### config.mk
export PLATFORM = sky130hd
export DESIGN_NAME = vertex_directional_lighting_flat
export DESIGN_NICKNAME = d
export VERILOG_FILES = /design/src/rtl/vdl_pkg.sv /design/src/rtl/vdl_if.sv /design/src/rtl/vertex_directional_lighting.sv /design/src/rtl/vdl_ram.sv /design/src/rtl/vdl_mul.sv /design/src/rtl/vdl_seq.sv /design/src/flat_wrapper.sv
export SDC_FILE = /design/constraint.sdc
export NUM_CORES = 2
export LEC_CHECK = 0
export BUFFER_PORTS_ARGS = -buffer_cell sky130_fd_sc_hd__buf_2
export CAP_MARGIN = 10
export CORE_ASPECT_RATIO = 0.6
export CORE_MARGIN = 2
export CORE_UTILIZATION = 25
export CTS_CLUSTER_DIAMETER = 150
export CTS_CLUSTER_SIZE = 10
export DETAILED_ROUTE_END_ITERATION = 6
export PLACE_DENSITY = 0.37
export SETUP_SLACK_MARGIN = 0.15
export SLEW_MARGIN = 20
export SYNTH_ARGS = -nofsm -noshare
export SYNTH_HDL_FRONTEND = slang
export SYNTH_SLANG_ARGS = --single-unit
### constraint.sdc
create_clock -name clk -period 7.9 [get_ports clk]
set_clock_uncertainty 0.2 [all_clocks]
set_input_delay 1.58 -clock clk [delete_from_list [all_inputs] [get_ports clk]]
set_output_delay 1.58 -clock clk [all_outputs]
set_load 0.02 [all_outputs]
### src/rtl/vdl_pkg.sv
// vdl_pkg: shared widths, codes and types of the vertex directional lighting block
// no dependencies; used by the interfaces, the top level, vdl_mul and vdl_seq
package vdl_pkg;

	// light table size that the top level defaults to (supported range 1 to 8, the slots that SLOT_W can address)
	localparam int MAX_LIGHTS_DEF = 8;

	// item field widths
	localparam int VEC_W   = 16;
	localparam int COLOR_W = 8;
	localparam int SLOT_W  = 3;
	localparam int COUNT_W = 4;

	// fixed-point arithmetic
	localparam int FRAC_W = 14;            // Q1.14 vectors, Q.14 shade
	localparam int DOT_W  = 33;            // sum of three Q2.28 products
	localparam int D_W    = 18;            // positive dot product after >> 14
	localparam int MUL_W  = 19;            // shared multiplier operand width
	localparam int PROD_W = 2 * MUL_W;
	localparam int ACC_W  = 32;            // holds ambient plus 16 full lights

	// light table entry: direction x, y, z then color r, g, b
	localparam int ENTRY_W = 3 * VEC_W + 3 * COLOR_W;

	// configuration port
	localparam int APB_ADDR_W = 4;
	localparam int APB_DATA_W = 32;
	localparam int REG_IDX_W  = 2;

	localparam logic [REG_IDX_W-1:0] REG_LIGHT_COUNT   = 2'd0;
	localparam logic [REG_IDX_W-1:0] REG_AMBIENT_RED   = 2'd1;
	localparam logic [REG_IDX_W-1:0] REG_AMBIENT_GREEN = 2'd2;
	localparam logic [REG_IDX_W-1:0] REG_AMBIENT_BLUE  = 2'd3;

	// request function codes
	localparam logic FUNC_VERTEX      = 1'b0;
	localparam logic FUNC_LIGHT_WRITE = 1'b1;

	typedef struct packed {
		logic [COUNT_W-1:0] light_count;
		logic [COLOR_W-1:0] ambient_red;
		logic [COLOR_W-1:0] ambient_green;
		logic [COLOR_W-1:0] ambient_blue;
	} cfg_t;

	typedef struct packed {
		logic [VEC_W-1:0]   dir_x;
		logic [VEC_W-1:0]   dir_y;
		logic [VEC_W-1:0]   dir_z;
		logic [COLOR_W-1:0] red;
		logic [COLOR_W-1:0] green;
		logic [COLOR_W-1:0] blue;
	} light_entry_t;

	typedef struct packed {
		logic [MUL_W-1:0] a;
		logic [MUL_W-1:0] b;
	} mul_req_t;

endpackage

### src/rtl/vdl_if.sv
// vdl_in_if / vdl_out_if: valid-ready channels for requests and lit colors
// depends on vdl_pkg
interface vdl_in_if import vdl_pkg::*; ();
	logic                      valid;
	logic                      ready;
	logic                      func;
	logic signed [VEC_W-1:0]   vec_x;
	logic signed [VEC_W-1:0]   vec_y;
	logic signed [VEC_W-1:0]   vec_z;
	logic [SLOT_W-1:0]         light_slot;
	logic [COLOR_W-1:0]        light_red;
	logic [COLOR_W-1:0]        light_green;
	logic [COLOR_W-1:0]        light_blue;

	modport source (
		output valid, func, vec_x, vec_y, vec_z, light_slot, light_red, light_green,
			light_blue,
		input  ready
	);
	modport sink (
		input  valid, func, vec_x, vec_y, vec_z, light_slot, light_red, light_green,
			light_blue,
		output ready
	);
endinterface

interface vdl_out_if import vdl_pkg::*; ();
	logic               valid;
	logic               ready;
	logic [COLOR_W-1:0] lit_red;
	logic [COLOR_W-1:0] lit_green;
	logic [COLOR_W-1:0] lit_blue;

	modport source (output valid, lit_red, lit_green, lit_blue, input ready);
	modport sink (input valid, lit_red, lit_green, lit_blue, output ready);
endinterface

### src/rtl/vertex_directional_lighting.sv
// vertex_directional_lighting: per-vertex lambert diffuse lighting, top level
// depends on vdl_pkg, vdl_if, vdl_ram, vdl_mul and vdl_seq
//
//   channel   dir   handshake              carries
//   in_ch     in    valid/ready            vertex normal or light table write
//   out_ch    out   valid/ready            lit color, one per vertex request
//   apb       in    psel/penable/pwrite    light_count and ambient levels
//
// a light table write request gives no result
// a vertex request runs, for each light in use, one table read and eight
// steps around the single shared multiplier, which does three dot terms
// and three color scalings per light
// the block takes one request at a time; a finished color waits in the output
// register and holds the sequencer only when the next one is done before it
// is taken
// reset clears control and configuration; the light table is not cleared
module vertex_directional_lighting import vdl_pkg::*; #(
	parameter int MAX_LIGHTS = MAX_LIGHTS_DEF
) (
	input  logic                  clk,
	input  logic                  arst_n,
	vdl_in_if.sink                in_ch,
	vdl_out_if.source             out_ch,
	input  logic                  psel,
	input  logic                  penable,
	input  logic                  pwrite,
	input  logic [APB_ADDR_W-1:0] paddr,
	input  logic [APB_DATA_W-1:0] pwdata,
	output logic [APB_DATA_W-1:0] prdata,
	output logic                  pready
);

	localparam int AW = (MAX_LIGHTS > 1) ? $clog2(MAX_LIGHTS) : 1;

	cfg_t                cfg_q;
	logic                cfg_write;
	logic [REG_IDX_W-1:0] reg_idx;

	mul_req_t            mul_req;
	logic [PROD_W-1:0]   product;

	logic                ram_we;
	logic [AW-1:0]       ram_waddr;
	logic [AW-1:0]       ram_raddr;
	logic [ENTRY_W-1:0]  ram_wdata;
	logic [ENTRY_W-1:0]  ram_rdata;

	// configuration registers, written in the apb access phase
	assign pready    = 1'b1;
	assign reg_idx   = paddr[APB_ADDR_W-1:2];
	assign cfg_write = psel && penable && pwrite && pready;

	always_ff @(posedge clk or negedge arst_n) begin
		if (!arst_n) begin
			cfg_q <= '0;
		end else if (cfg_write) begin
			case (reg_idx)
				REG_LIGHT_COUNT:   cfg_q.light_count   <= pwdata[COUNT_W-1:0];
				REG_AMBIENT_RED:   cfg_q.ambient_red   <= pwdata[COLOR_W-1:0];
				REG_AMBIENT_GREEN: cfg_q.ambient_green <= pwdata[COLOR_W-1:0];
				REG_AMBIENT_BLUE:  cfg_q.ambient_blue  <= pwdata[COLOR_W-1:0];
				default:           cfg_q <= cfg_q;
			endcase
		end
	end

	// register readback
	always_comb begin
		case (reg_idx)
			REG_LIGHT_COUNT:   prdata = APB_DATA_W'(cfg_q.light_count);
			REG_AMBIENT_RED:   prdata = APB_DATA_W'(cfg_q.ambient_red);
			REG_AMBIENT_GREEN: prdata = APB_DATA_W'(cfg_q.ambient_green);
			REG_AMBIENT_BLUE:  prdata = APB_DATA_W'(cfg_q.ambient_blue);
			default:           prdata = '0;
		endcase
	end

	// light table: direction and color per slot
	vdl_ram #(
		.WIDTH (ENTRY_W),
		.DEPTH (MAX_LIGHTS)
	) u_light_ram (
		.clk   (clk),
		.we    (ram_we),
		.waddr (ram_waddr),
		.wdata (ram_wdata),
		.raddr (ram_raddr),
		.rdata (ram_rdata)
	);

	// one multiplier shared by the dot product and the color scaling
	vdl_mul u_mul (
		.clk     (clk),
		.req     (mul_req),
		.product (product)
	);

	vdl_seq #(
		.MAX_LIGHTS (MAX_LIGHTS)
	) u_seq (
		.clk       (clk),
		.arst_n    (arst_n),
		.in_ch     (in_ch),
		.out_ch    (out_ch),
		.cfg       (cfg_q),
		.mul_req   (mul_req),
		.product   (product),
		.ram_we    (ram_we),
		.ram_waddr (ram_waddr),
		.ram_wdata (ram_wdata),
		.ram_raddr (ram_raddr),
		.ram_rdata (ram_rdata)
	);

`ifndef NO_ASSERTIONS
	// a vertex request occupies the sequencer
	a_vertex_busy: assert property (@(posedge clk) disable iff (!arst_n)
		(in_ch.valid && in_ch.ready && (in_ch.func == FUNC_VERTEX)) |=> !in_ch.ready)
		else $error("block still ready after a vertex request");

	// a light table write never stalls the next request
	a_write_ready: assert property (@(posedge clk) disable iff (!arst_n)
		(in_ch.valid && in_ch.ready && (in_ch.func == FUNC_LIGHT_WRITE)) |=> in_ch.ready)
		else $error("light table write blocked the input");

	// a new color only comes out of the finish step, never while idle
	a_result_source: assert property (@(posedge clk) disable iff (!arst_n)
		$rose(out_ch.valid) |-> !$past(in_ch.ready))
		else $error("result appeared without a vertex in progress");
`endif

endmodule

### src/rtl/vdl_ram.sv
// vdl_ram: generic single-write, single-read ram with registered read data
// no dependencies
module vdl_ram #(
	parameter int WIDTH = 8,
	parameter int DEPTH = 8
) (
	input  logic                                       clk,
	input  logic                                       we,
	input  logic [((DEPTH > 1) ? $clog2(DEPTH) : 1)-1:0] waddr,
	input  logic [WIDTH-1:0]                           wdata,
	input  logic [((DEPTH > 1) ? $clog2(DEPTH) : 1)-1:0] raddr,
	output logic [WIDTH-1:0]                           rdata
);

	logic [WIDTH-1:0] mem_q [DEPTH];
	logic [WIDTH-1:0] rdata_q;

	always_ff @(posedge clk) begin
		if (we) begin
			mem_q[waddr] <= wdata;
		end
		rdata_q <= mem_q[raddr];
	end

	assign rdata = rdata_q;

endmodule

### src/rtl/vdl_mul.sv
// vdl_mul: shared signed multiplier with a registered product
// depends on vdl_pkg
module vdl_mul import vdl_pkg::*; (
	input  logic              clk,
	input  mul_req_t          req,
	output logic [PROD_W-1:0] product
);

	logic signed [PROD_W-1:0] product_q;

	always_ff @(posedge clk) begin
		product_q <= $signed(req.a) * $signed(req.b);
	end

	assign product = product_q;

endmodule

### src/rtl/vdl_seq.sv
// vdl_seq: sequencer, light table access and channel accumulators
// depends on vdl_pkg and the vdl_in_if / vdl_out_if interfaces
module vdl_seq import vdl_pkg::*; #(
	parameter int MAX_LIGHTS = MAX_LIGHTS_DEF
) (
	input  logic                   clk,
	input  logic                   arst_n,
	vdl_in_if.sink                 in_ch,
	vdl_out_if.source              out_ch,
	input  cfg_t                   cfg,
	output mul_req_t               mul_req,
	input  logic [PROD_W-1:0]      product,
	output logic                   ram_we,
	output logic [((MAX_LIGHTS > 1) ? $clog2(MAX_LIGHTS) : 1)-1:0] ram_waddr,
	output logic [ENTRY_W-1:0]     ram_wdata,
	output logic [((MAX_LIGHTS > 1) ? $clog2(MAX_LIGHTS) : 1)-1:0] ram_raddr,
	input  logic [ENTRY_W-1:0]     ram_rdata
);

	localparam int AW = (MAX_LIGHTS > 1) ? $clog2(MAX_LIGHTS) : 1;
	localparam int CW = $clog2(MAX_LIGHTS + 1);

	// steps of one light: three dot terms, then three color scalings
	localparam logic [2:0] STEP_MUL_X   = 3'd0;
	localparam logic [2:0] STEP_MUL_Y   = 3'd1;
	localparam logic [2:0] STEP_MUL_Z   = 3'd2;
	localparam logic [2:0] STEP_DOT_END = 3'd3;
	localparam logic [2:0] STEP_MUL_R   = 3'd4;
	localparam logic [2:0] STEP_MUL_G   = 3'd5;
	localparam logic [2:0] STEP_MUL_B   = 3'd6;
	localparam logic [2:0] STEP_LAST    = 3'd7;

	typedef enum logic [1:0] {
		ST_IDLE,
		ST_LOAD,
		ST_STEP,
		ST_FINISH
	} state_t;

	state_t                    state_q;
	logic [2:0]                step_q;
	logic [CW-1:0]             light_num_q;
	logic [CW-1:0]             count_q;
	logic [VEC_W-1:0]          nx_q, ny_q, nz_q;
	logic signed [DOT_W-1:0]   dot_q;
	logic [ACC_W-1:0]          acc_r_q, acc_g_q, acc_b_q;
	logic                      out_valid_q;
	logic [COLOR_W-1:0]        lit_r_q, lit_g_q, lit_b_q;

	light_entry_t              entry;
	logic                      accept;
	logic                      dot_pos;
	logic [D_W-1:0]            shade;
	logic [CW-1:0]             eff_count;
	logic [CW-1:0]             next_num;
	logic signed [DOT_W-1:0]   dot_term;
	logic [ACC_W-1:0]          color_term;

	function automatic logic [COLOR_W-1:0] clamp_channel(input logic [ACC_W-1:0] acc);
		logic [ACC_W-FRAC_W-1:0] whole;
		whole = acc[ACC_W-1:FRAC_W];
		clamp_channel = (whole > (ACC_W-FRAC_W)'({COLOR_W{1'b1}})) ? {COLOR_W{1'b1}}
			: whole[COLOR_W-1:0];
	endfunction

	assign entry      = light_entry_t'(ram_rdata);
	assign accept     = in_ch.valid && in_ch.ready;
	assign dot_pos    = !dot_q[DOT_W-1] && (dot_q != '0);
	assign shade      = dot_pos ? dot_q[FRAC_W+D_W-1:FRAC_W] : '0;
	assign next_num   = light_num_q + CW'(1);
	assign dot_term   = $signed(product[DOT_W-1:0]);
	assign color_term = product[ACC_W-1:0];

	// lights past the table size are not there
	assign eff_count = (32'(cfg.light_count) > MAX_LIGHTS) ? CW'(MAX_LIGHTS)
		: CW'(cfg.light_count);

	// light table write port
	assign ram_we    = accept && (in_ch.func == FUNC_LIGHT_WRITE)
		&& (32'(in_ch.light_slot) < MAX_LIGHTS);
	assign ram_waddr = AW'(in_ch.light_slot);
	assign ram_wdata = {in_ch.vec_x, in_ch.vec_y, in_ch.vec_z,
		in_ch.light_red, in_ch.light_green, in_ch.light_blue};
	assign ram_raddr = light_num_q[AW-1:0];

	// multiplier operands per step
	always_comb begin
		mul_req = '0;
		case (step_q)
			STEP_MUL_X: begin
				mul_req.a = {{(MUL_W-VEC_W){entry.dir_x[VEC_W-1]}}, entry.dir_x};
				mul_req.b = {{(MUL_W-VEC_W){nx_q[VEC_W-1]}}, nx_q};
			end
			STEP_MUL_Y: begin
				mul_req.a = {{(MUL_W-VEC_W){entry.dir_y[VEC_W-1]}}, entry.dir_y};
				mul_req.b = {{(MUL_W-VEC_W){ny_q[VEC_W-1]}}, ny_q};
			end
			STEP_MUL_Z: begin
				mul_req.a = {{(MUL_W-VEC_W){entry.dir_z[VEC_W-1]}}, entry.dir_z};
				mul_req.b = {{(MUL_W-VEC_W){nz_q[VEC_W-1]}}, nz_q};
			end
			STEP_MUL_R: begin
				mul_req.a = {{(MUL_W-D_W){1'b0}}, shade};
				mul_req.b = {{(MUL_W-COLOR_W){1'b0}}, entry.red};
			end
			STEP_MUL_G: begin
				mul_req.a = {{(MUL_W-D_W){1'b0}}, shade};
				mul_req.b = {{(MUL_W-COLOR_W){1'b0}}, entry.green};
			end
			STEP_MUL_B: begin
				mul_req.a = {{(MUL_W-D_W){1'b0}}, shade};
				mul_req.b = {{(MUL_W-COLOR_W){1'b0}}, entry.blue};
			end
			default: begin
				mul_req = '0;
			end
		endcase
	end

	always_ff @(posedge clk or negedge arst_n) begin
		if (!arst_n) begin
			state_q     <= ST_IDLE;
			step_q      <= STEP_MUL_X;
			light_num_q <= '0;
			count_q     <= '0;
			nx_q        <= '0;
			ny_q        <= '0;
			nz_q        <= '0;
			dot_q       <= '0;
			acc_r_q     <= '0;
			acc_g_q     <= '0;
			acc_b_q     <= '0;
			out_valid_q <= 1'b0;
			lit_r_q     <= '0;
			lit_g_q     <= '0;
			lit_b_q     <= '0;
		end else begin
			// the finish step decides the output valid on its own
			if (out_valid_q && out_ch.ready && (state_q != ST_FINISH)) begin
				out_valid_q <= 1'b0;
			end
			case (state_q)
				ST_IDLE: begin
					if (accept && (in_ch.func == FUNC_VERTEX)) begin
						nx_q        <= in_ch.vec_x;
						ny_q        <= in_ch.vec_y;
						nz_q        <= in_ch.vec_z;
						light_num_q <= '0;
						count_q     <= eff_count;
						acc_r_q     <= {{(ACC_W-COLOR_W-FRAC_W){1'b0}}, cfg.ambient_red,
							{FRAC_W{1'b0}}};
						acc_g_q     <= {{(ACC_W-COLOR_W-FRAC_W){1'b0}}, cfg.ambient_green,
							{FRAC_W{1'b0}}};
						acc_b_q     <= {{(ACC_W-COLOR_W-FRAC_W){1'b0}}, cfg.ambient_blue,
							{FRAC_W{1'b0}}};
						state_q     <= (eff_count == '0) ? ST_FINISH : ST_LOAD;
					end
				end
				ST_LOAD: begin
					// table read is in flight
					step_q  <= STEP_MUL_X;
					state_q <= ST_STEP;
				end
				ST_STEP: begin
					step_q <= step_q + 3'd1;
					case (step_q)
						STEP_MUL_Y: dot_q <= dot_term;
						STEP_MUL_Z: dot_q <= dot_q + dot_term;
						STEP_DOT_END: dot_q <= dot_q + dot_term;
						STEP_MUL_G: acc_r_q <= acc_r_q + color_term;
						STEP_MUL_B: acc_g_q <= acc_g_q + color_term;
						STEP_LAST: begin
							acc_b_q     <= acc_b_q + color_term;
							light_num_q <= next_num;
							state_q     <= (next_num == count_q) ? ST_FINISH : ST_LOAD;
						end
						default: begin
							dot_q <= dot_q;
						end
					endcase
				end
				ST_FINISH: begin
					if (!out_valid_q || out_ch.ready) begin
						lit_r_q     <= clamp_channel(acc_r_q);
						lit_g_q     <= clamp_channel(acc_g_q);
						lit_b_q     <= clamp_channel(acc_b_q);
						out_valid_q <= 1'b1;
						state_q     <= ST_IDLE;
					end
				end
				default: begin
					state_q <= ST_IDLE;
				end
			endcase
		end
	end

	assign in_ch.ready      = (state_q == ST_IDLE);
	assign out_ch.valid     = out_valid_q;
	assign out_ch.lit_red   = lit_r_q;
	assign out_ch.lit_green = lit_g_q;
	assign out_ch.lit_blue  = lit_b_q;

endmodule

### src/flat_wrapper.sv
// flat-port wrapper written by rule: the top's interface ports become plain ports
module vertex_directional_lighting_flat import vdl_pkg::*;
#(
	parameter int MAX_LIGHTS = MAX_LIGHTS_DEF
)
  (clk, arst_n, psel, penable, pwrite, paddr, pwdata, prdata, pready, in_ch_valid, in_ch_func, in_ch_vec_x, in_ch_vec_y, in_ch_vec_z, in_ch_light_slot, in_ch_light_red, in_ch_light_green, in_ch_light_blue, in_ch_ready, out_ch_valid, out_ch_lit_red, out_ch_lit_green, out_ch_lit_blue, out_ch_ready);
  vdl_in_if in_ch_i ();
  vdl_out_if out_ch_i ();
  input  logic clk;
  input  logic arst_n;
  input  logic psel;
  input  logic penable;
  input  logic pwrite;
  input  logic [APB_ADDR_W-1:0] paddr;
  input  logic [APB_DATA_W-1:0] pwdata;
  output logic [APB_DATA_W-1:0] prdata;
  output logic pready;
  input wire logic [$bits(in_ch_i.valid)-1:0] in_ch_valid;
  input wire logic [$bits(in_ch_i.func)-1:0] in_ch_func;
  input wire logic [$bits(in_ch_i.vec_x)-1:0] in_ch_vec_x;
  input wire logic [$bits(in_ch_i.vec_y)-1:0] in_ch_vec_y;
  input wire logic [$bits(in_ch_i.vec_z)-1:0] in_ch_vec_z;
  input wire logic [$bits(in_ch_i.light_slot)-1:0] in_ch_light_slot;
  input wire logic [$bits(in_ch_i.light_red)-1:0] in_ch_light_red;
  input wire logic [$bits(in_ch_i.light_green)-1:0] in_ch_light_green;
  input wire logic [$bits(in_ch_i.light_blue)-1:0] in_ch_light_blue;
  output wire logic [$bits(in_ch_i.ready)-1:0] in_ch_ready;
  output wire logic [$bits(out_ch_i.valid)-1:0] out_ch_valid;
  output wire logic [$bits(out_ch_i.lit_red)-1:0] out_ch_lit_red;
  output wire logic [$bits(out_ch_i.lit_green)-1:0] out_ch_lit_green;
  output wire logic [$bits(out_ch_i.lit_blue)-1:0] out_ch_lit_blue;
  input wire logic [$bits(out_ch_i.ready)-1:0] out_ch_ready;
  assign in_ch_i.valid = in_ch_valid;
  assign in_ch_i.func = in_ch_func;
  assign in_ch_i.vec_x = in_ch_vec_x;
  assign in_ch_i.vec_y = in_ch_vec_y;
  assign in_ch_i.vec_z = in_ch_vec_z;
  assign in_ch_i.light_slot = in_ch_light_slot;
  assign in_ch_i.light_red = in_ch_light_red;
  assign in_ch_i.light_green = in_ch_light_green;
  assign in_ch_i.light_blue = in_ch_light_blue;
  assign in_ch_ready = in_ch_i.ready;
  assign out_ch_valid = out_ch_i.valid;
  assign out_ch_lit_red = out_ch_i.lit_red;
  assign out_ch_lit_green = out_ch_i.lit_green;
  assign out_ch_lit_blue = out_ch_i.lit_blue;
  assign out_ch_i.ready = out_ch_ready;
  vertex_directional_lighting #(.MAX_LIGHTS(MAX_LIGHTS)) u_core (.clk(clk), .arst_n(arst_n), .in_ch(in_ch_i), .out_ch(out_ch_i), .psel(psel), .penable(penable), .pwrite(pwrite), .paddr(paddr), .pwdata(pwdata), .prdata(prdata), .pready(pready));
endmodule
==> flow_metrics.tcl <==
set metrics [dict create \
    status "finished with violations" \
    violations "negative setup slack" \
    drt_pass1_iterations 6 \
    tightest_slew_ns 1.09 \
    grt_pass1_wl_mm 257 \
    worstSetupStartpointType "register" \
    cts_root_buf "clkbuf_16" \
    cpPeakStageDelay_ns 0.85 \
    via_count 34824 \
    final_nets 5434 \
    worstPathRequired_ns 8.28 \
    slew_violations 0 \
    placementRows 130 \
    ys.flop_type "edfxtp_1" \
    final_cell_mix "585 x nand2_1, 576 x edfxtp_1, 389 x inv_1" \
    first_global_vias 35287 \
    fin_ws_ns -0.395 \
    cp-end-kind "register" \
    max_freq_ghz 0.121 \
    cts.sink_count 924 \
    avgSynthCellArea_sq_um 12.3 \
    maxCapViolCount 0 \
    r2r_start "u_core.u_seq.step_q[0]" \
    hp-class "reg -> reg" \
    worstSetupStartpoint "u_core.u_seq.step_q[0]" \
    synth_edf_count 576 \
    nFillCells 21237 \
    htree_num_levels 3 \
    gp_congestion 0.833 \
    start_util 0.251 \
    die_h_um 359 \
    holdWs_ns 0.276 \
    synthMuxAreaShare 0.0876 \
    drive_gt1_frac 0.225 \
    dpl_worst_slack_ns -0.595 \
    ff_latch_area_sq_um 25500 \
    area_delta_synth_final_pct 20.8 \
    design.die.area_sq_um 214000 \
    cts.path.max_buffers 3 \
    fp.dieW_um 595 \
    yosysSeqAreaShare 0.486 \
    ys_ff_latch 924 \
    relSlewSlack 0.274 \
    clock_latency_ns 0.73 \
    async_reset_ff_frac 0.263 \
    hold_violations 0 \
    hold_start "u_core.u_seq.acc_b_q[0]" \
    yosys_warnings 0 \
    synth_compound_area_frac 0.0873 \
    drc_errors 0 \
    drt_iter0_markers 3039 \
    synth_top_family_by_area "adder cells" \
    synth.cell_area_sq_um 52500 \
    ant_nets 0 \
    tritoncts "done" \
    rsz0062_at_grt "true" \
    netlist_instances 4260 \
    numCtsBuffers 102 \
    synthAdderAreaFrac 0.182 \
    netlist-cell-type-count 88 \
    multi_input_area_sq_um 25500 \
    fin_crit_sh 1.05 \
    place_hpwl_mm 126 \
    critPathKind "reg -> reg" \
    fin_crit_ns 8.30 \
    setup_violations 8 \
    grt_max_degree 102 \
    overflow 0 \
    antenna_found_initial 18 \
    yosys.area_share.simple 0.0871 \
    clkSlewWorstSetupHoldPaths_ns 0.06 \
    cp_slowest_cell "a222oi_1" \
    synth_xor_area_frac 0.0250 \
    cp_max_fo 6 \
    grtUsageTotal 0.165 \
    wirelength_mm 177 \
    coreArea_sq_um 209000 \
    io_buffers 126 \
    ioPinCount 178 \
    routed_via_density 4.58 \
    cp.arrival_ns 8.67 \
    final_common_cell "nand2_1" \
    crit_top_cell "fa_1" \
    cts_hold_buffers 0 \
    wl_per_cell_um 23.2 \
]
## sequential cells by signal, indices dropped and copies added (netlist names), 8 cells and up
signal                         flops
u_core.u_seq.acc_r_q              32
u_core.u_seq.out_ch.lit_red        8
u_core.u_mul.product              33
u_core.u_seq.out_ch.lit_green      8
u_core.u_seq.nz_q                 16
u_core.cfg_q                      28
u_core.u_light_ram.mem_q         576
u_core.u_seq.nx_q                 16
u_core.u_seq.ny_q                 16
u_core.u_seq.dot_q                33
u_core.u_seq.acc_b_q              32
u_core.u_light_ram.rdata          72
u_core.u_seq.acc_g_q              32
u_core.u_seq.out_ch.lit_blue       8
## through the flow
step / util / std cells / setup TNS, ns / instance area, sq um
after global placement: 0.283 / 7380 / -4.59 / 59200
after detailed placement: 0.283 / 7380 / -4.43 / 59200
after global routing: 0.303 / 7604 / -2.56 / 63400
after CTS: 0.301 / 7587 / -0.808 / 62900
after floorplan: - / 4283 / 0 / 52600
final: 0.303 / 7607 / -1.21 / 63400
## synth_stat cells, types with 53 or more instances
cell type,instances,area (sq um)
mux4_2,148,3330
ha_1,236,2950
dfrtp_1,243,6080
a21o_1,82,616
nand3_1,53,265
xor2_1,59,517
clkbuf_1,129,484
a21oi_1,168,841
mux2_2,98,1100
edfxtp_1,576,17300
fa_1,330,6610
xnor2_1,91,797
dfxtp_1,105,2100
inv_1,409,1540
nor2_1,232,871
o21ai_0,142,711
nand2_1,599,2250
## cells by family (layout without fill, tap and decap cells)
group,after synthesis,in the layout
AND/OR/NAND/NOR,1075,1075
flip-flops,924,924
AO/OA/AOI/OAI,683,683
buffers and inverters,598,1145
adder cells (fa/ha/maj),566,566
multiplexers,262,262
XOR/XNOR,150,150
other,2,30
## path summary, 6_finish.rpt
kind                                                 end  slack, ns  cells after the start
worst max-delay path            u_core.u_mul.product[32]      -0.40                     31
worst min register to register   u_core.u_seq.acc_b_q[0]       0.28                      2
max in group asynchronous          u_core.u_seq.dot_q[6]       5.36                      2
worst min-delay path             u_core.u_seq.acc_b_q[0]       0.28                      2
worst max register to register  u_core.u_mul.product[32]      -0.40                     31
min in group asynchronous               u_core.cfg_q[25]       0.67                      1
## routing by layer
layer / routed length [um] / track usage / part of all wire
met5: 13 / 0 / 0.000074
met4: 2690 / 0.0276 / 0.015
met3: 11900 / 0.0381 / 0.067
met2: 65900 / 0.213 / 0.37
met1: 96400 / 0.273 / 0.54
## repair_timing
| item | 4_1_cts | 5_1_grt |
|---|---|---|
| resized for setup | 96 | 96 |
| pin swaps | 66 | 59 |
| endpoints found under the setup margin | 16 | 17 |
| cloned | 2 | 0 |
| setup buffers | 20 | 15 |
## critical path: cells and delay by family (launching register included)
kind | cells | cell delay (ns)
fa+ha+maj | 9 | 3.47
compound gates | 7 | 1.90
simple gates | 4 | 0.87
xor+xnor | 1 | 0.06
flops | 1 | 0.43
buf+inv | 10 | 1.21
## layout make-up
cell class | count | area share
multi-input combinational | 2761 | 0.403
clock inverter | 9 | 0.00265
timing repair buffer | 550 | 0.0681
sequential | 924 | 0.402
antenna | 5 | 0.000197
clock buffer | 176 | 0.0447
inverter | 410 | 0.0243
tap | 2772 | 0.0547
Power is left out: the tool's default activity adds up to more than one toggle a clock period on the data nets, which glitch-free logic cannot reach.
